[config.mk]
export PLATFORM = sky130hd
export DESIGN_NAME = tank_track_mixer
export DESIGN_NICKNAME = d
export VERILOG_FILES = /design/src/sv/ttm_pkg.sv /design/src/sv/tank_track_mixer.sv /design/src/sv/ttm_regs.sv /design/src/sv/ttm_div.sv /design/src/sv/ttm_ctrl.sv
export SDC_FILE = /design/constraint.sdc
export NUM_CORES = 1
export LEC_CHECK = 0
export BUFFER_PORTS_ARGS = -buffer_cell sky130_fd_sc_hd__clkbuf_2
export CORE_UTILIZATION = 55
export DETAILED_ROUTE_END_ITERATION = 8
export PLACE_DENSITY = 0.79
export SYNTH_ARGS = -nofsm -noshare
export SYNTH_HDL_FRONTEND = slang
export SYNTH_SLANG_ARGS = --single-unit
[constraint.sdc]
create_clock -name i_clk -period 18.35 [get_ports i_clk]
set_input_delay 4.5875 -clock i_clk [delete_from_list [all_inputs] [get_ports i_clk]]
set_output_delay 4.5875 -clock i_clk [all_outputs]
set_load 0.02 [all_outputs]
[src/sv/ttm_pkg.sv]
// Shared widths, register map, command codes and interface types of the track mixer.
package ttm_pkg;

    localparam int LVL_W  = 13;              // levels and configuration values
    localparam int VAL_W  = 16;              // command value
    localparam int SUM_W  = 16;              // signed mixed level before scaling
    localparam int MAG_W  = 14;              // magnitude of a mixed level
    localparam int PROD_W = MAG_W + LVL_W;   // magnitude of level times output_max
    localparam int QUO_W  = 14;              // quotient bits kept by the divider
    localparam int SPD_W  = 14;              // output speed
    localparam int CNT_W  = $clog2(QUO_W + 1);

    localparam int ADDR_W = 5;
    localparam int DATA_W = 32;

    localparam logic [2:0] REG_DEAD_BAND     = 3'd0;
    localparam logic [2:0] REG_INPUT_MIN     = 3'd1;
    localparam logic [2:0] REG_INPUT_MAX     = 3'd2;
    localparam logic [2:0] REG_OUTPUT_MAX    = 3'd3;
    localparam logic [2:0] REG_START_ENABLED = 3'd4;

    localparam logic [1:0] FUNC_THROTTLE = 2'd0;
    localparam logic [1:0] FUNC_STEERING = 2'd1;
    localparam logic [1:0] FUNC_ENABLE   = 2'd2;

    localparam int RST_DEAD_BAND_I  = 10;
    localparam int RST_INPUT_MIN_I  = 0;
    localparam int RST_INPUT_MAX_I  = 255;
    localparam int RST_OUTPUT_MAX_I = 255;
    localparam int RST_MID_I = RST_INPUT_MIN_I + (RST_INPUT_MAX_I - RST_INPUT_MIN_I) / 2;

    localparam logic [LVL_W-1:0] RST_DEAD_BAND  = LVL_W'(RST_DEAD_BAND_I);
    localparam logic [LVL_W-1:0] RST_INPUT_MIN  = LVL_W'(RST_INPUT_MIN_I);
    localparam logic [LVL_W-1:0] RST_INPUT_MAX  = LVL_W'(RST_INPUT_MAX_I);
    localparam logic [LVL_W-1:0] RST_OUTPUT_MAX = LVL_W'(RST_OUTPUT_MAX_I);
    localparam logic [LVL_W-1:0] RST_MID        = LVL_W'(RST_MID_I);
    localparam logic             RST_START_EN   = 1'b1;

    localparam logic [SPD_W-1:0] SPD_POS_SAT = {1'b0, {(SPD_W-1){1'b1}}};
    localparam logic [SPD_W-1:0] SPD_NEG_SAT = {1'b1, {(SPD_W-1){1'b0}}};

    typedef struct packed {
        logic [LVL_W-1:0] dead_band;
        logic [LVL_W-1:0] input_min;
        logic [LVL_W-1:0] input_max;
        logic [LVL_W-1:0] output_max;
    } t_cfg;

    typedef struct packed {
        logic recenter;
        logic set_active;
        logic active_val;
    } t_cfg_evt;

    typedef struct packed {
        logic              start;
        logic [PROD_W-1:0] num;
        logic [LVL_W-1:0]  den;
    } t_div_req;

    typedef struct packed {
        logic             done;
        logic             ovf;
        logic [QUO_W-1:0] quo;
    } t_div_rsp;

endpackage

[src/sv/tank_track_mixer.sv]
// Top level of the tank track mixer: registers, sequencer and shared divider.
//
//   channel   direction   handshake                 payload
//   in        input       i_in_valid / o_in_stall   i_func, i_value
//   out       output      o_out_valid / i_out_stall o_left_speed, o_right_speed, o_scale_error
//   config    input       psel/penable/pwrite/pready paddr, pwdata, prdata
//
// An enable command, an ignored command, or one that arrives while disabled returns to idle from S_UPDATE.
// A throttle or steering beat runs S_UPDATE and S_MIX, then per speed a multiply state, a divider start
// state and a wait on the 14 one-bit steps, then S_OUT; an overflowing quotient skips the steps.
// With input_max at zero the divider is skipped and the beat goes from S_MIX straight to S_OUT.
// Reset is synchronous; it restores the register defaults and centers both levels.
// A finished result waits in the output register while the next beat is accepted.
module tank_track_mixer (
    input  logic                              i_clk,
    input  logic                              i_rst_n,
    input  logic                              psel,
    input  logic                              penable,
    input  logic                              pwrite,
    input  logic [ttm_pkg::ADDR_W-1:0]        paddr,
    input  logic [ttm_pkg::DATA_W-1:0]        pwdata,
    output logic [ttm_pkg::DATA_W-1:0]        prdata,
    output logic                              pready,
    input  logic                              i_in_valid,
    output logic                              o_in_stall,
    input  logic [1:0]                        i_func,
    input  logic signed [ttm_pkg::VAL_W-1:0]  i_value,
    output logic                              o_out_valid,
    input  logic                              i_out_stall,
    output logic signed [ttm_pkg::SPD_W-1:0]  o_left_speed,
    output logic signed [ttm_pkg::SPD_W-1:0]  o_right_speed,
    output logic                              o_scale_error
);

    ttm_pkg::t_cfg     w_cfg;
    ttm_pkg::t_cfg_evt w_evt;
    ttm_pkg::t_div_req w_div_req;
    ttm_pkg::t_div_rsp w_div_rsp;

    ttm_regs u_regs (
        .i_clk   (i_clk),
        .i_rst_n (i_rst_n),
        .psel    (psel),
        .penable (penable),
        .pwrite  (pwrite),
        .paddr   (paddr),
        .pwdata  (pwdata),
        .prdata  (prdata),
        .pready  (pready),
        .o_cfg   (w_cfg),
        .o_evt   (w_evt)
    );

    ttm_div u_div (
        .i_clk   (i_clk),
        .i_rst_n (i_rst_n),
        .i_req   (w_div_req),
        .o_rsp   (w_div_rsp)
    );

    ttm_ctrl u_ctrl (
        .i_clk         (i_clk),
        .i_rst_n       (i_rst_n),
        .i_cfg         (w_cfg),
        .i_evt         (w_evt),
        .i_in_valid    (i_in_valid),
        .o_in_stall    (o_in_stall),
        .i_func        (i_func),
        .i_value       (i_value),
        .o_out_valid   (o_out_valid),
        .i_out_stall   (i_out_stall),
        .o_left_speed  (o_left_speed),
        .o_right_speed (o_right_speed),
        .o_scale_error (o_scale_error),
        .o_div_req     (w_div_req),
        .i_div_rsp     (w_div_rsp)
    );

endmodule

[src/sv/ttm_regs.sv]
// Configuration register file with APB-style access and recenter/enable events.
module ttm_regs (
    input  logic                        i_clk,
    input  logic                        i_rst_n,
    input  logic                        psel,
    input  logic                        penable,
    input  logic                        pwrite,
    input  logic [ttm_pkg::ADDR_W-1:0]  paddr,
    input  logic [ttm_pkg::DATA_W-1:0]  pwdata,
    output logic [ttm_pkg::DATA_W-1:0]  prdata,
    output logic                        pready,
    output ttm_pkg::t_cfg               o_cfg,
    output ttm_pkg::t_cfg_evt           o_evt
);

    ttm_pkg::t_cfg     r_cfg;
    ttm_pkg::t_cfg_evt r_evt;
    logic              r_start_en;
    logic              w_wr;
    logic [2:0]        w_idx;

    assign w_wr   = psel && penable && pwrite;
    assign w_idx  = paddr[4:2];
    assign pready = 1'b1;
    assign o_cfg  = r_cfg;
    assign o_evt  = r_evt;

    always_ff @(posedge i_clk) begin
        if (!i_rst_n) begin
            r_cfg.dead_band  <= ttm_pkg::RST_DEAD_BAND;
            r_cfg.input_min  <= ttm_pkg::RST_INPUT_MIN;
            r_cfg.input_max  <= ttm_pkg::RST_INPUT_MAX;
            r_cfg.output_max <= ttm_pkg::RST_OUTPUT_MAX;
            r_start_en       <= ttm_pkg::RST_START_EN;
            r_evt            <= '0;
        end else begin
            r_evt.recenter   <= w_wr && (w_idx == ttm_pkg::REG_INPUT_MIN ||
                                         w_idx == ttm_pkg::REG_INPUT_MAX);
            r_evt.set_active <= w_wr && (w_idx == ttm_pkg::REG_START_ENABLED);
            r_evt.active_val <= pwdata[0];
            if (w_wr) begin
                case (w_idx)
                    ttm_pkg::REG_DEAD_BAND:     r_cfg.dead_band  <= pwdata[ttm_pkg::LVL_W-1:0];
                    ttm_pkg::REG_INPUT_MIN:     r_cfg.input_min  <= pwdata[ttm_pkg::LVL_W-1:0];
                    ttm_pkg::REG_INPUT_MAX:     r_cfg.input_max  <= pwdata[ttm_pkg::LVL_W-1:0];
                    ttm_pkg::REG_OUTPUT_MAX:    r_cfg.output_max <= pwdata[ttm_pkg::LVL_W-1:0];
                    ttm_pkg::REG_START_ENABLED: r_start_en       <= pwdata[0];
                    default: ;
                endcase
            end
        end
    end

    always_comb begin
        case (w_idx)
            ttm_pkg::REG_DEAD_BAND:     prdata = ttm_pkg::DATA_W'(r_cfg.dead_band);
            ttm_pkg::REG_INPUT_MIN:     prdata = ttm_pkg::DATA_W'(r_cfg.input_min);
            ttm_pkg::REG_INPUT_MAX:     prdata = ttm_pkg::DATA_W'(r_cfg.input_max);
            ttm_pkg::REG_OUTPUT_MAX:    prdata = ttm_pkg::DATA_W'(r_cfg.output_max);
            ttm_pkg::REG_START_ENABLED: prdata = ttm_pkg::DATA_W'(r_start_en);
            default:                    prdata = '0;
        endcase
    end

endmodule

[src/sv/ttm_div.sv]
// Iterative restoring divider, one quotient bit per cycle, with overflow detect.
module ttm_div (
    input  logic              i_clk,
    input  logic              i_rst_n,
    input  ttm_pkg::t_div_req i_req,
    output ttm_pkg::t_div_rsp o_rsp
);

    logic                       r_busy;
    logic                       r_done;
    logic                       r_ovf;
    logic [ttm_pkg::CNT_W-1:0]  r_cnt;
    logic [ttm_pkg::LVL_W-1:0]  r_rem;
    logic [ttm_pkg::QUO_W-1:0]  r_low;
    logic [ttm_pkg::LVL_W-1:0]  r_den;
    logic                       w_ovf;
    logic [ttm_pkg::LVL_W:0]    w_trial;
    logic                       w_ge;

    // A quotient that needs more than QUO_W bits only matters as a saturation flag.
    assign w_ovf   = i_req.num >= {i_req.den, {ttm_pkg::QUO_W{1'b0}}};
    assign w_trial = {r_rem, r_low[ttm_pkg::QUO_W-1]};
    assign w_ge    = w_trial >= {1'b0, r_den};

    assign o_rsp.done = r_done;
    assign o_rsp.ovf  = r_ovf;
    assign o_rsp.quo  = r_low;

    always_ff @(posedge i_clk) begin
        if (!i_rst_n) begin
            r_busy <= 1'b0;
            r_done <= 1'b0;
            r_ovf  <= 1'b0;
            r_cnt  <= '0;
        end else begin
            r_done <= 1'b0;
            if (i_req.start) begin
                r_rem  <= i_req.num[ttm_pkg::PROD_W-1:ttm_pkg::QUO_W];
                r_low  <= i_req.num[ttm_pkg::QUO_W-1:0];
                r_den  <= i_req.den;
                r_cnt  <= ttm_pkg::CNT_W'(ttm_pkg::QUO_W);
                r_ovf  <= w_ovf;
                r_busy <= !w_ovf;
                r_done <= w_ovf;
            end else if (r_busy) begin
                r_rem <= w_ge ? ttm_pkg::LVL_W'(w_trial - {1'b0, r_den})
                              : w_trial[ttm_pkg::LVL_W-1:0];
                r_low <= {r_low[ttm_pkg::QUO_W-2:0], w_ge};
                r_cnt <= r_cnt - 1'b1;
                if (r_cnt == ttm_pkg::CNT_W'(1)) begin
                    r_busy <= 1'b0;
                    r_done <= 1'b1;
                end
            end
        end
    end

endmodule

[src/sv/ttm_ctrl.sv]
// Sequencer: level tracking, mixing, shared multiply, divider control and output register.
module ttm_ctrl (
    input  logic                              i_clk,
    input  logic                              i_rst_n,
    input  ttm_pkg::t_cfg                     i_cfg,
    input  ttm_pkg::t_cfg_evt                 i_evt,
    input  logic                              i_in_valid,
    output logic                              o_in_stall,
    input  logic [1:0]                        i_func,
    input  logic signed [ttm_pkg::VAL_W-1:0]  i_value,
    output logic                              o_out_valid,
    input  logic                              i_out_stall,
    output logic signed [ttm_pkg::SPD_W-1:0]  o_left_speed,
    output logic signed [ttm_pkg::SPD_W-1:0]  o_right_speed,
    output logic                              o_scale_error,
    output ttm_pkg::t_div_req                 o_div_req,
    input  ttm_pkg::t_div_rsp                 i_div_rsp
);

    typedef enum logic [2:0] {
        S_IDLE,
        S_UPDATE,
        S_MIX,
        S_MUL,
        S_START,
        S_WAIT,
        S_OUT
    } t_state;

    t_state                                r_state;
    logic [1:0]                            r_func;
    logic signed [ttm_pkg::VAL_W-1:0]      r_value;
    logic                                  r_active;
    logic [ttm_pkg::LVL_W-1:0]             r_thr;
    logic [ttm_pkg::LVL_W-1:0]             r_str;
    logic signed [ttm_pkg::SUM_W-1:0]      r_sum_l;
    logic signed [ttm_pkg::SUM_W-1:0]      r_sum_r;
    logic                                  r_phase;
    logic                                  r_neg;
    logic [ttm_pkg::PROD_W-1:0]            r_prod;
    logic [ttm_pkg::SPD_W-1:0]             r_left;
    logic [ttm_pkg::SPD_W-1:0]             r_right;
    logic                                  r_err;
    logic                                  r_out_valid;
    logic [ttm_pkg::SPD_W-1:0]             r_out_left;
    logic [ttm_pkg::SPD_W-1:0]             r_out_right;
    logic                                  r_out_err;

    logic signed [ttm_pkg::LVL_W:0]        w_diff;
    logic signed [ttm_pkg::LVL_W:0]        w_half;
    logic signed [ttm_pkg::LVL_W:0]        w_mid_s;
    logic [ttm_pkg::LVL_W-1:0]             w_mid;
    logic signed [ttm_pkg::VAL_W:0]        w_v;
    logic signed [ttm_pkg::VAL_W:0]        w_lo;
    logic signed [ttm_pkg::VAL_W:0]        w_hi;
    logic signed [ttm_pkg::VAL_W:0]        w_c1;
    logic signed [ttm_pkg::VAL_W:0]        w_c2;
    logic [ttm_pkg::LVL_W-1:0]             w_clamped;
    logic signed [ttm_pkg::LVL_W:0]        w_dist;
    logic [ttm_pkg::LVL_W:0]               w_adist;
    logic [ttm_pkg::LVL_W-1:0]             w_thr_new;
    logic signed [ttm_pkg::SUM_W-1:0]      w_thr_s;
    logic signed [ttm_pkg::SUM_W-1:0]      w_str_s;
    logic signed [ttm_pkg::SUM_W-1:0]      w_mid_w;
    logic signed [ttm_pkg::SUM_W-1:0]      w_sel;
    logic [ttm_pkg::SUM_W-1:0]             w_mag_full;
    logic [ttm_pkg::MAG_W-1:0]             w_mag;
    logic [ttm_pkg::SPD_W-1:0]             w_sat;

    // Midpoint of the input range; the halving truncates toward zero.
    always_comb begin
        w_diff  = $signed({1'b0, i_cfg.input_max}) - $signed({1'b0, i_cfg.input_min});
        w_half  = (w_diff + $signed((ttm_pkg::LVL_W+1)'(w_diff[ttm_pkg::LVL_W]))) >>> 1;
        w_mid_s = $signed({1'b0, i_cfg.input_min}) + w_half;
        w_mid   = w_mid_s[ttm_pkg::LVL_W-1:0];
    end

    // Clamp against the ceiling first, then the floor, so an inverted range ends at the floor.
    always_comb begin
        w_v       = (ttm_pkg::VAL_W+1)'(r_value);
        w_lo      = $signed((ttm_pkg::VAL_W+1)'(i_cfg.input_min));
        w_hi      = $signed((ttm_pkg::VAL_W+1)'(i_cfg.input_max));
        w_c1      = (w_v > w_hi) ? w_hi : w_v;
        w_c2      = (w_c1 < w_lo) ? w_lo : w_c1;
        w_clamped = w_c2[ttm_pkg::LVL_W-1:0];
        w_dist    = $signed({1'b0, w_clamped}) - $signed({1'b0, w_mid});
        w_adist   = w_dist[ttm_pkg::LVL_W] ? (ttm_pkg::LVL_W+1)'(-w_dist)
                                           : (ttm_pkg::LVL_W+1)'(w_dist);
        w_thr_new = (w_adist < {1'b0, i_cfg.dead_band}) ? w_mid : w_clamped;
    end

    always_comb begin
        w_thr_s    = $signed(ttm_pkg::SUM_W'(r_thr));
        w_str_s    = $signed(ttm_pkg::SUM_W'(r_str));
        w_mid_w    = $signed(ttm_pkg::SUM_W'(w_mid));
        w_sel      = r_phase ? r_sum_r : r_sum_l;
        w_mag_full = w_sel[ttm_pkg::SUM_W-1] ? ttm_pkg::SUM_W'(-w_sel) : ttm_pkg::SUM_W'(w_sel);
        w_mag      = w_mag_full[ttm_pkg::MAG_W-1:0];
    end

    // Saturate the signed quotient to the speed field range.
    always_comb begin
        if (r_neg) begin
            if (i_div_rsp.ovf || i_div_rsp.quo > ttm_pkg::QUO_W'(ttm_pkg::SPD_NEG_SAT)) begin
                w_sat = ttm_pkg::SPD_NEG_SAT;
            end else begin
                w_sat = ttm_pkg::SPD_W'(-i_div_rsp.quo);
            end
        end else begin
            if (i_div_rsp.ovf || i_div_rsp.quo > ttm_pkg::QUO_W'(ttm_pkg::SPD_POS_SAT)) begin
                w_sat = ttm_pkg::SPD_POS_SAT;
            end else begin
                w_sat = ttm_pkg::SPD_W'(i_div_rsp.quo);
            end
        end
    end

    assign o_in_stall      = (r_state != S_IDLE);
    assign o_div_req.start = (r_state == S_START);
    assign o_div_req.num   = r_prod;
    assign o_div_req.den   = i_cfg.input_max;
    assign o_out_valid     = r_out_valid;
    assign o_left_speed    = $signed(r_out_left);
    assign o_right_speed   = $signed(r_out_right);
    assign o_scale_error   = r_out_err;

    always_ff @(posedge i_clk) begin
        if (!i_rst_n) begin
            r_state     <= S_IDLE;
            r_active    <= ttm_pkg::RST_START_EN;
            r_thr       <= ttm_pkg::RST_MID;
            r_str       <= ttm_pkg::RST_MID;
            r_phase     <= 1'b0;
            r_out_valid <= 1'b0;
        end else begin
            // Register events land in the cycle after the write, before any later command acts.
            if (i_evt.recenter) begin
                r_thr <= w_mid;
                r_str <= w_mid;
            end
            if (i_evt.set_active) begin
                r_active <= i_evt.active_val;
            end
            // In S_OUT the output register is reloaded below when it is empty or the old beat leaves.
            if (r_out_valid && !i_out_stall && r_state != S_OUT) begin
                r_out_valid <= 1'b0;
            end

            case (r_state)
                S_IDLE: begin
                    if (i_in_valid) begin
                        r_func  <= i_func;
                        r_value <= i_value;
                        r_state <= S_UPDATE;
                    end
                end
                S_UPDATE: begin
                    r_state <= S_IDLE;
                    if (r_func == ttm_pkg::FUNC_ENABLE) begin
                        r_active <= (r_value != '0);
                    end else if (r_active && r_func == ttm_pkg::FUNC_THROTTLE) begin
                        r_thr   <= w_thr_new;
                        r_state <= S_MIX;
                    end else if (r_active && r_func == ttm_pkg::FUNC_STEERING) begin
                        r_str   <= w_clamped;
                        r_state <= S_MIX;
                    end
                end
                S_MIX: begin
                    r_sum_l <= w_thr_s + w_str_s - w_mid_w;
                    r_sum_r <= w_thr_s - w_str_s + w_mid_w;
                    r_phase <= 1'b0;
                    if (i_cfg.input_max == '0) begin
                        r_left  <= '0;
                        r_right <= '0;
                        r_err   <= 1'b1;
                        r_state <= S_OUT;
                    end else begin
                        r_err   <= 1'b0;
                        r_state <= S_MUL;
                    end
                end
                S_MUL: begin
                    r_neg   <= w_sel[ttm_pkg::SUM_W-1];
                    r_prod  <= w_mag * i_cfg.output_max;
                    r_state <= S_START;
                end
                S_START: begin
                    r_state <= S_WAIT;
                end
                S_WAIT: begin
                    if (i_div_rsp.done) begin
                        if (r_phase) begin
                            r_right <= w_sat;
                            r_state <= S_OUT;
                        end else begin
                            r_left  <= w_sat;
                            r_phase <= 1'b1;
                            r_state <= S_MUL;
                        end
                    end
                end
                S_OUT: begin
                    if (!r_out_valid || !i_out_stall) begin
                        r_out_valid <= 1'b1;
                        r_out_left  <= r_left;
                        r_out_right <= r_right;
                        r_out_err   <= r_err;
                        r_state     <= S_IDLE;
                    end
                end
                default: begin
                    r_state <= S_IDLE;
                end
            endcase
        end
    end

endmodule
== Word-level counts from Yosys, hierarchy flattened ==
Cells that the tools add are included.

* Add/subtract/negate cells: 13
* Multiply operators: 1
* Magnitude comparators: 7
* Equal/unequal tests: 20
* Mux-type cells: 57
* Bitwise logic cells: 1
* Reduce and logical (&&, ||, !) cells: 39

{| class="wikitable"
|+ Operator list
! cell !! count
|-
| 13-bit two-way mux || 14
|-
| 14-bit two-way mux || 12
|-
| 13-bit one-hot mux with 5 select lines || 1
|-
| 14-bit one-hot mux with 2 select lines || 2
|-
| 14-bit negation || 3
|-
| 13-bit by 13-bit subtractor with 14-bit output || 3
|-
| 27-bit >= comparator || 1
|-
| 14-bit by 13-bit multiplier with 27-bit output || 1
|-
| 3-bit two-way mux || 7
|-
| 3-bit one-hot mux with 7 select lines || 1
|-
| 2-bit AND reduction || 10
|-
| 17-bit by 14-bit < comparator with 1-bit output || 1
|-
| 17-bit two-way mux || 1
|-
| 16-bit by 14-bit adder with 16-bit output || 1
|-
| 16-bit by 14-bit greater-than comparator with 1-bit output || 1
|-
| 16-bit two-way mux || 1
|-
| 16-bit nonzero test || 1
|-
| 16-bit by 14-bit subtractor with 16-bit output || 1
|-
| 13-bit by 13-bit adder with 14-bit output || 1
|-
| 14-bit by 2-bit adder with 14-bit output || 1
|-
| 14-bit by 13-bit >= comparator with 1-bit output || 1
|-
| 14-bit by 13-bit greater-than comparator with 1-bit output, second input constant || 1
|-
| 14-bit greater-than comparator, second input constant || 1
|-
| 14-bit by 13-bit < comparator with 1-bit output || 1
|-
| other kinds (28) || 70
|}

* Register bits: 271
* Input port bits: 62
* Output and inout bits: 64
* Logic and storage cells: 172

== Depth between registers and ports, before layout ==
Gate-level depths: netlist of the first run.

* Depth after elaboration: 12
* Depth in mapped cells: 39
* Depth with buffers taken out: 37

== Modules after synthesis ==
Synthesis of the first run repeated with hierarchy kept, for this count alone.

* Cells, all modules: 2493
* Area, all modules: 23657.7 um^2

{| class="wikitable"
|+ By module, submodules not included
! module !! times used !! cells each !! area each (um^2) !! seq. area each (um^2)
|-
| ttm_ctrl || 1 || 1931 || 17867.1 || 4664.5
|-
| ttm_div || 1 || 296 || 3067.9 || 1341.3
|-
| ttm_regs || 1 || 266 || 2722.6 || 1121.1
|}

== Least setup slack after synthesis of the first run ==
No wires, ideal clock.

* Path type: input-to-output
* From: in paddr[2] (netlist name)
* To: out prdata[12] (netlist name)
* Arrival: 5.855 ns
* Path slack: 7.907 ns
* Cell stages on the path: 3
* Path buffers: 1
* Cell sequence: buf_1 > mux4_2 > nor2b_1

* Longest elaborated chain between the ends: 2
* Elaborated cells on any way between the ends: 6
* Classes of those cells: eq/ne: 4; mux: 1; reduce/logical: 1

{| class="wikitable"
|+ Ends and longest elaborated chain
! what !! RTL line !! text
|-
| start: declaration || tank_track_mixer.sv:20 || <nowiki>input logic [ttm_pkg::ADDR_W-1:0] paddr,</nowiki>
|-
| 3-bit == test (tied with other cells) || ttm_regs.sv:55 || <nowiki>case (w_idx)</nowiki>
|-
| 13-bit one-hot mux with 5 select lines (*) || ttm_regs.sv:55 ||
|-
| end: declaration || tank_track_mixer.sv:22 || <nowiki>output logic [ttm_pkg::DATA_W-1:0] prdata,</nowiki>
|}

Every way passes the cells marked *; elsewhere a longest branch is shown, timed or not.

== Worst setup path in the final report of the first run ==
* From: in paddr[2] (netlist name)
* To: out prdata[1] (netlist name)

The elaborated chain is that of the path after synthesis.

==> results of run 1 <==
per-layer routing:
metal | up-vias | wire length, um | share of wire | global-route usage
met5 | - | 0 | 0 | 0
met4 | 0 | 2210 | 0.037 | 0.102
met3 | 147 | 4640 | 0.078 | 0.0452
met2 | 733 | 28100 | 0.48 | 0.468
met1 | 8932 | 24200 | 0.41 | 0.354
li1 | 8697 | - | - | -
synthesized netlist by cell type, types with 20 or more instances:
cell and count:
fa_1 140, xor2_1 41, and2_1 73, nand2b_1 26
or3_1 21, o21ai_0 88, nor3_1 53, ha_1 232
nand3_1 38, o21a_1 26, xnor2_1 93, inv_1 270
dfxtp_1 95, o211ai_1 30, buf_4 20, a21oi_1 160
clkbuf_1 82, nor2b_1 52, mux2i_1 31, nand2_1 338
mux2_2 25, edfxtp_1 174, nor2_1 150
power groups by stage:
stage                     Clock (W)  Combinational, W  Sequential, W
after floorplan                   0          0.000915       0.000734
after global placement            0           0.00113       0.000741
after detailed placement          0           0.00116       0.000741
after CTS                  0.000616           0.00117       0.000728
after global routing       0.000641           0.00132       0.000729
final                      0.000609           0.00117       0.000729
state kept, by name, summed over array words and instances (netlist names), 14 cells and up:
name and count:
u_ctrl.r_value 16, u_ctrl.r_right 14, u_ctrl.r_sum_r 15, u_ctrl.r_prod 27, u_ctrl.r_left 14, u_ctrl.o_left_speed 14
u_ctrl.r_sum_l 15, u_div.r_low 14, u_ctrl.o_right_speed 14, u_regs.o_cfg 52
kinds of logic after synthesis:
| group | Yosys count | synth area share |
|---|---|---|
| buffers and inverters | 385 | 0.0656 |
| other | 2 | 0.000322 |
| XOR/XNOR | 134 | 0.0503 |
| AO/OA/AOI/OAI | 457 | 0.127 |
| multiplexers | 68 | 0.0370 |
| flip-flops | 269 | 0.306 |
| adder cells (fa/ha/maj) | 372 | 0.245 |
| AND/OR/NAND/NOR | 831 | 0.170 |
worst paths after layout:
kind | depth (start not counted) | slack [ns] | to | startpoint
worst max-delay path | 4 | 7.81 | prdata[1] | paddr[2]
worst min-delay path | 0 | 0.42 | u_ctrl.o_left_speed[4] | u_ctrl.r_left[4]
worst max register to register | 35 | 8.60 | u_ctrl.r_thr[2] | u_regs.o_cfg[20]
worst min register to register | 0 | 0.42 | u_ctrl.o_left_speed[4] | u_ctrl.r_left[4]
cell usage in the layout, fill, tap and decap left out, drive strengths merged, types with 26 or more instances in the layout:
master	Yosys	layout
nor2b	52	52
dfxtp	95	95
inv	270	273
fa	140	140
buf	32	31
o21a	26	26
nor3	53	53
a21oi	160	160
xor2	41	41
nand2b	26	26
mux2i	31	31
xnor2	93	93
o21ai	90	90
edfxtp	174	174
clkbuf	82	118
ha	232	232
nand2	339	339
o211ai	30	30
nand3	38	38
nor2	150	150
and2	73	73
through the flow:
stage	total power, W	setup WS, ns	hold WS [ns]	utilization
6_report	0.00251	7.81	0.418	0.602
5_1_grt	0.00269	7.70	0.425	0.602
4_1_cts	0.00252	7.78	0.419	0.602
3_5_place_dp	0.00191	7.77	0.405	0.579
3_3_place_gp	0.00187	7.79	0.400	0.579
2_1_floorplan	0.00165	7.91	0.400	-
final cells by class:
class                   count  area [um^2]
clock buffers              34          732
inverters                 271         1020
flip-flops and latches    269         7130
repair buffers            115          653
clock inverters            16          255
multi-input cells        1882        14700
fillers                  3507        16600
well taps                 539          674
==> summary.md, run 1 <==
| Metric | Value |
|---|---|
| Net count reported at finish | 3,000 |
| Synth Flop Type | edfxtp_1 |
| Fin crit share | 0.575 |
| Sw frac | 0.362 |
| Syn Area/Cell | 9.26 um^2 |
| Antenna diodes | 0 |
| Syn Inst Count | 2,518 |
| Initial drt markers | 1,647 |
| Placed wire-length estimate | 46,100 um |
| Hold buffer count at CTS | 0 |
| Main area contributors after synthesis | edfxtp_1 22%, ha_1 12%, fa_1 12% |
| Post-synth ARST share | 0 |
| Total I/O pin count | 126 |
| Area fraction of the dominant cell type after synthesis | 0.224 |
| Starting Density | 0.557 |
| ANT nets after route | 0 |
| Slowest stage delay, CP | 0.59 ns |
| Chip width | 208 um |
| DRT Pass-1 Iters | 8 |
| Vert. Die Dim | 208 um |
| Fin area | 25,200 um^2 |
| First-pass GRT wire length | 95,000 um |
| Initial antenna violation count | 1 |
| Peak supply drop | 0.0000804 V |
| Cell count after placement | 3,076 |
| Number of global-route vias before repair | 18.3k |
| Yosys top cell by area | edfxtp_1 |
| Postcts setup bufs | 0 |
| Slew @ Worst Pin | 1.25 ns |
| Total core area | 41,900 um^2 |
| FMAX | 0.0948 GHz |
| Slowest cell on crit path | mux4_2 |
| Relative slew slack | 0.157 |
| Cell Chain, Critical Path | clkbuf_2 > mux4_2 > nor2b_1 > clkbuf_2 |
| Vias per std cell | 5.92 |
| Overflow after GRT | 0 |
| Synth cell types | 80 |
| Min-Delay Path Class | flop to flop |
| Die area | 43,200 um^2 |
| Layout overhead on the synthesized area | 8.13% |
| Net switching power figure | 0.000908 W |
| Via count | 18.5k |
| Clock latency on the worst-skew pair | 0.57 ns |
| Number of synthesized flops with an enable pin | 174 |
| CP arrival | 5.96 ns |
| Sequential Power Share | 0.291 |
| Final TNS setup | 0 ns |
| Std-Cell Rows | 75 |
| # setup viols final | 0 |
| CP Max Fanout | 22 |
| Worst Clk Skew | 0.0102 ns |
| Pwr/cell area | 99.4 nW/um^2 |
| CP most frequent cell | clkbuf_2 |
| Bufs on Longest Clock Path | 3 |
| Pins Over Slew Limit | 0 |
| Clk root buf | clkbuf_16 |
| RSZ-0062 raised after global routing | false |
| Critical path type | primary input to primary output |
| CP Capture Type | primary output |
| Port Buffer Count | 84 |
| WL/cell | 18.9 um |
| Status | finished clean |
| Internal Power | 0.00160 W |
| Largest net degree at the start of global routing | 54 |
| Share of the yosys chip area belonging to registers | 0.306 |
| P_leak | 10.9 nW |
| Clk sinks | 269 |
| Placed Area | 24,200 um^2 |
| Power share of the combinational group | 0.466 |
| CTS tree | done |
| Post-synthesis sequential element count | 269 |
| Cells resized by post-CTS repair | 0 |
| Post-Layout Cell Count | 3,126 |
| Crit-path leading delay family | buffers and inverters |
| Drt drc | 0 |
| Synth Warn # | 0 |
| CTS H-tree depth | 1 |
| Worst EP required | 13.76 ns |
| Gpl congestion | 0.984 |
| Clock power frac | 0.243 |
| Minimum clock period | 10.54 ns |
| Clock transition at path regs | 0.06 ns |
| Critical path launch point type | primary input |
| Syn Std Cell Area | 23,300 um^2 |
| Num CTS Buffers | 27 |
| Buf/Inv on CP | 2 |
| Final Hold Vio Count | 0 |
| Total global-route track usage | 0.276 |
| Max-Cap Viols | 0 |
| Post-Route WL | 59,200 um |
| Layout cells sized above 1 | 0.0889 |
No activity file was read; power rests on OpenSTA's default activity.
==> run 2, diff against run 1 <==
Settings changed: PLACE_DENSITY 0.79 to 0.82.
Clock period 18.35 ns to 9.7 ns, I/O delays scaled along.
==> run 2 against run 1 <==
Via count increased by 0.75%; clock power increased by 81%; clock-buffer cell count decreased by 1; register-to-register slack got worse by 7.9 ns; critical path depth increased by 29; core utilization increased by 0.28 points; setup slack got worse by 7.1 ns; global-route usage increased by 1.1 points; critical endpoint is now u_ctrl.r_thr[1]; highest routed layer unchanged.
==> summary.md, run 2 (synthesized netlist as in run 1, its figures left out) <==
| Metric | Value |
|---|---|
| Status | finished clean |
| Overflow after GRT | 0 (unchanged) |
| Filler cell count | 3,461 (-1.3%) |
| Fin crit share | 0.928 |
| P_leak | 11.0 nW (+0.46%) |
| ANT nets after route | 0 (unchanged) |
| DRT Pass-1 Iters | 5 (-3) |
| Sw frac | 0.386 (+0.0240) |
| Via count | 18.6k (+0.75%) |
| Net count reported at finish | 3,021 (+0.70%) |
| Die area | 43,200 um^2 (unchanged) |
| Power share of the combinational group | 0.484 (+0.018) |
| Total power | 0.00481 W (+92%) |
| # setup viols final | 0 (unchanged) |
| Initial drt markers | 1,437 (-13%) |
| Sequential Power Share | 0.286 (-0.005) |
| Clk sinks | 269 (unchanged) |
| CTS H-tree depth | 1 (unchanged) |
| Clk root buf | clkbuf_16 |
| Drt drc | 0 (unchanged) |
| Clock power frac | 0.230 (-0.013) |
| Minimum clock period | 9.00 ns |
| CP Capture Type | flop |
| Largest register FFs | 52 (unchanged) |
| Clock latency on the worst-skew pair | 0.59 ns (+0.02 ns) |
| Layout cells sized above 1 | 0.0966 (+0.00772) |
| Total core area | 41,900 um^2 (unchanged) |
| Commonest non-fill, non-tap cell in the layout | nand2_1 |
| Pwr/cell area | 190 nW/um^2 (+91%) |
| Vert. Die Dim | 208 um (unchanged) |
| Chip width | 208 um (unchanged) |
| Pre-CTS setup slack | 0.890 ns (-6.88 ns) |
| First-pass GRT wire length | 98,300 um (+3.5%) |
| Num CTS Buffers | 28 (+3.7%) |
| Most frequent cells in the layout | 338 x nand2_1, 270 x inv_1, 232 x ha_1 |
| Vias per std cell | 5.93 (about the same) |
| Total I/O pin count | 126 (unchanged) |
| RSZ-0062 raised after global routing | false |
| Std-Cell Rows | 75 (unchanged) |
| Gpl congestion | 0.979 (-0.46%) |
| Port Buffer Count | 84 (unchanged) |
| Bufs on Longest Clock Path | 3 (unchanged) |
| Placed wire-length estimate | 48,400 um (+4.8%) |
| Peak supply drop | 0.000210 V (+160%) |
| CTS tree | done |
| Length in cells of the worst reg-to-reg path | 33 (-5.7%) |
| Worst EP required | 10.18 ns (-3.58 ns) |
| Critical path type | flop to flop |
| Layout overhead on the synthesized area | 8.62% |
| Slowest cell on crit path | o31a_1 |
| Final TNS setup | 0 ns (unchanged) |
| Placed Area | 24,400 um^2 (+0.63%) |
| Largest net degree at the start of global routing | 51 (-5.6%) |
| Pins Over Slew Limit | 0 (unchanged) |
| Worst Slack Setup Final | 0.698 ns (-7.11 ns) |
| CP Max Fanout | 16 (-27%) |
| Cells resized by post-CTS repair | 0 (unchanged) |
| Hold buffer count at CTS | 0 (unchanged) |
| Critical path launch point type | flop |
| Total global-route track usage | 0.286 (+0.0106) |
| Starting Density | 0.557 (unchanged) |
| Slowest stage delay, CP | 0.61 ns (+0.02 ns) |
| Postcts setup bufs | 0 (unchanged) |
| Slew @ Worst Pin | 1.29 ns (+0.0385 ns) |
| Worst Clk Skew | 0.0133 ns (+0.00312 ns) |
| Seq. cell area | 7130 um^2 (unchanged) |
| Fin area | 25,300 um^2 (+0.46%) |
| Max-Cap Viols | 0 (unchanged) |
| Initial antenna violation count | 1 (unchanged) |
| Clock transition at path regs | 0.07 ns (about the same) |
| Number of global-route vias before repair | 18.7k (+2.5%) |
| Post-Route WL | 61,600 um (+4.1%) |
| Final Hold Vio Count | 0 (unchanged) |
| Multi-input gate area | 14,700 um^2 (about the same) |
| FMAX | 0.111 GHz |
| WL/cell | 19.6 um (+3.4%) |
| CP most frequent cell | ha_1 |
| Relative slew slack | 0.131 (-0.0263) |
| CP arrival | 9.48 ns (+3.52 ns) |
| Net switching power figure | 0.00186 W (+100%) |
| Min-Delay Path Class | flop to flop |
| Internal Power | 0.00295 W (+85%) |
| Hold Path Depth | 0 (unchanged) |
| Antenna diodes | 0 (unchanged) |
==> run 2: changes by cell type in the layout (fill, tap and decap cells not counted), moves of 2 or more <==
| cell | before | now |
|---|---|---|
| clkbuf_16 | 27 | 29 |
| clkinv_2 | 6 | 3 |
| clkinvlp_4 | 1 | 7 |
| bufinv_16 | 6 | 2 |
| inv_6 | 0 | 2 |
| clkbuf_8 | 3 | 1 |
| buf_4 | 31 | 51 |
==> run 2: layout make-up <==
class,instances,area share
clock buffer,33,0.0296
tap,539,0.0266
inverter,271,0.0402
sequential,269,0.281
clock inverter,18,0.00786
multi-input combinational,1882,0.582
timing repair buffer,135,0.0317
==> run 2: stage by stage <==
step / instances / utilization / hold WS, ns
finish: 3147 / 0.605 / 0.418
global route: 3147 / 0.605 / 0.424
CTS: 3147 / 0.605 / 0.420
detailed placement: 3096 / 0.582 / 0.405
global placement: 3096 / 0.582 / 0.401
floorplan: 2536 / - / 0.400
==> run 2: metal layers <==
metal,global-route usage,share of wire
met2,0.492,0.48
met3,0.0458,0.074
met1,0.360,0.40
met4,0.116,0.044
met5,0,0
==> run 2: power groups by stage <==
| stage | clock network (W) | registers [W] | logic, W |
|---|---|---|---|
| final | 0.00110 | 0.00138 | 0.00233 |
| after global routing | 0.00115 | 0.00138 | 0.00257 |
| after CTS | 0.00112 | 0.00138 | 0.00231 |
| after detailed placement | 0 | 0.00140 | 0.00230 |
| after global placement | 0 | 0.00140 | 0.00219 |
| after floorplan | 0 | 0.00139 | 0.00173 |
==> run 2: final timing paths <==
path,startpoint,end,slack (ns)
worst min-delay path,u_ctrl.r_right[9],u_ctrl.o_right_speed[9],0.42
worst min register to register,u_ctrl.r_right[9],u_ctrl.o_right_speed[9],0.42
worst max register to register,u_ctrl.r_value[5],u_ctrl.r_thr[1],0.70
worst max-delay path,u_ctrl.r_value[5],u_ctrl.r_thr[1],0.70
==> run 2: worst max-delay path: cells and delay by family (launching register included) <==
family,cells,cell delay [ns]
AND/OR/NAND/NOR,11,2.39
buffers and inverters,1,0.20
flip-flops,1,0.49
AO/OA/AOI/OAI,14,3.65
XOR/XNOR,1,0.07
adder cells (fa/ha/maj),4,1.28
multiplexers,2,0.81
==> run 3, diff against run 2 <==
Settings changed: PLACE_DENSITY 0.82 to 0.79.
Clock period 9.7 ns to 9.4 ns, I/O delays scaled along.
==> run 3 against run 2 <==
Die area did not move; total power rose by 4.6%; setup slack improved by 0.061 ns; first-iteration DRC count rose by 17%; sequential power rose by 3%; core utilization rose by 0.47 points; flip-flop and latch count did not move; combinational power barely moved; critical path depth did not move; via count rose by 0.95%.
==> summary.md, run 3 (synthesized netlist as in run 1, its figures left out) <==
| Metric | Value |
|---|---|
| CP Max Fanout | 16 (unchanged) |
| Initial antenna violation count | 0 (-1) |
| Largest register FFs | 52 (unchanged) |
| GR Util met1 | 0.363 (+0.00340) |
| Bufs on Longest Clock Path | 3 (unchanged) |
| CP Capture Type | flop |
| Met3 Use GR | 0.0533 (+0.00741) |
| Std-Cell Rows | 75 (unchanged) |
| Drt drc | 0 (unchanged) |
| Final TNS setup | 0 ns (unchanged) |
| Relative slew slack | 0.182 (+0.0514) |
| Fin crit share | 0.919 (-0.00873) |
| Total core area | 41,900 um^2 (unchanged) |
| Slowest stage delay, CP | 0.74 ns (+0.13 ns) |
| Most frequent cells in the layout | 338 x nand2_1, 270 x inv_1, 232 x ha_1 |
| Hold buffer count at CTS | 0 (unchanged) |
| Total I/O pin count | 126 (unchanged) |
| Seq. cell area | 7130 um^2 (unchanged) |
| Die area | 43,200 um^2 (unchanged) |
| CP most frequent cell | ha_1 |
| Post-Route WL | 61,500 um (-0.16%) |
| Pre-CTS setup slack | 0.511 ns (-0.379 ns) |
| Placed wire-length estimate | 47,800 um (-1.1%) |
| WHS | 0.412 ns (-0.00555 ns) |
| Port Buffer Count | 84 (unchanged) |
| Filler cell count | 3,498 (+1.1%) |
| # setup viols final | 0 (unchanged) |
| FMAX | 0.116 GHz (+4.2%) |
| Clock transition at path regs | 0.07 ns (about the same) |
| Slowest cell on crit path | o21ai_0 |
| Clock latency on the worst-skew pair | 0.58 ns (about the same) |
| Clk sinks | 269 (unchanged) |
| Via count | 18.8k (+0.95%) |
| Worst Clk Skew | 0.0171 ns (+0.00375 ns) |
| Critical path launch point type | flop |
| Initial drt markers | 1,687 (+17%) |
| Number of global-route vias before repair | 18.5k (-1.1%) |
| Max-Cap Viols | 0 (unchanged) |
| Met2 GRT Util | 0.483 (-0.00856) |
| Largest net degree at the start of global routing | 54 (+5.9%) |
| CTS tree | done |
| Pins Over Slew Limit | 0 (unchanged) |
| CP arrival | 9.11 ns (-0.37 ns) |
| Gpl congestion | 0.988 (+0.87%) |
| Num CTS Buffers | 29 (+3.6%) |
| Minimum clock period | 8.64 ns (-0.361 ns) |
| Worst Slack Setup Final | 0.758 ns (+0.0605 ns) |
| RSZ-0062 raised after global routing | false |
| CTS H-tree depth | 1 (unchanged) |
| First-pass GRT wire length | 97,900 um (-0.38%) |
| Worst EP required | 9.87 ns (-0.31 ns) |
| Vias per std cell | 5.96 (+0.63%) |
| Layout overhead on the synthesized area | 9.47% |
| Chip width | 208 um (unchanged) |
| Commonest non-fill, non-tap cell in the layout | nand2_1 |
| Final Hold Vio Count | 0 (unchanged) |
| Critical path type | flop to flop |
| Layout cells sized above 1 | 0.102 (+0.00502) |
| Cells resized by post-CTS repair | 0 (unchanged) |
| Postcts setup bufs | 0 (unchanged) |
| Total global-route track usage | 0.286 (-0.000815) |
| Overflow after GRT | 0 (unchanged) |
| Status | finished clean |
| Net count reported at finish | 3,028 (+0.23%) |
| GRT busiest layer | met2 |
| Vert. Die Dim | 208 um (unchanged) |
| Pwr/cell area | 197 nW/um^2 (+3.8%) |
| Slew @ Worst Pin | 1.22 ns (-0.0765 ns) |
| WL/cell | 19.5 um (-0.48%) |
| Clk root buf | clkbuf_16 |
| ANT nets after route | 0 (unchanged) |
| Multi-input gate area | 14,800 um^2 (about the same) |
| Peak supply drop | 0.000150 V (-28%) |
| P_leak | 11.1 nW (+1.1%) |
| DRT Pass-1 Iters | 8 (+3) |
| Starting Density | 0.557 (unchanged) |
| Min-Delay Path Class | flop to flop |
==> run 3: cell count changes in the layout (fill, tap and decap cells not counted), sizes merged <==
| cell | delta |
|---|---|
| clkbuf | +4 |
| diode | +1 |
| clkinvlp | -4 |
| inv | +1 |
| buf | +6 |
| bufinv | +2 |
==> run 3: per-layer routing <==
layer  vias up  part of all wire
met3       161             0.083
li1       8753                 -
met2       896              0.48
met4         0             0.039
met5         -                 0
met1      9014              0.40
==> run 3: layout make-up <==
class | instances | share of cell area
multi-input combinational | 1882 | 0.578
sequential | 269 | 0.279
inverter | 271 | 0.0399
clock buffer | 37 | 0.0337
timing repair buffer | 141 | 0.0332
tap | 539 | 0.0264
clock inverter | 17 | 0.00897
antenna | 1 | 0.0000981
==> run 3: where the power goes <==
part | total, W | internal, W | switching (W)
Sequential | 0.00142 | 0.00140 | 0.0000249
Clock | 0.00127 | 0.000766 | 0.000506
Combinational | 0.00234 | 0.00102 | 0.00132
==> run 3: worst max-delay path, delay by kind of cell (launching register included) <==
| kind | cells | cell delay [ns] |
|---|---|---|
| fa+ha+maj | 5 | 1.52 |
| mux | 1 | 0.42 |
| compound gates | 15 | 3.74 |
| xor+xnor | 1 | 0.07 |
| simple gates | 10 | 2.17 |
| flops | 1 | 0.49 |
| buf+inv | 1 | 0.11 |
==> run 3: path summary, 6_finish.rpt <==
path                                   startpoint                     end  slack (ns)  cells past startpoint
worst max-delay path            u_ctrl.r_value[7]         u_ctrl.r_thr[5]        0.76                     33
worst min-delay path             u_ctrl.r_left[8]  u_ctrl.o_left_speed[8]        0.41                      0
worst max register to register  u_ctrl.r_value[7]         u_ctrl.r_thr[5]        0.76                     33
worst min register to register   u_ctrl.r_left[8]  u_ctrl.o_left_speed[8]        0.41                      0
==> run 3: stage by stage <==
stage | area, um^2 | total power, W | cells | util
2_1_floorplan | 23400 | 0.00322 | 2536 | -
3_3_place_gp | 24400 | 0.00366 | 3102 | 0.583
3_5_place_dp | 24400 | 0.00375 | 3102 | 0.583
4_1_cts | 25500 | 0.00502 | 3156 | 0.609
5_1_grt | 25500 | 0.00537 | 3156 | 0.610
6_report | 25500 | 0.00503 | 3157 | 0.610
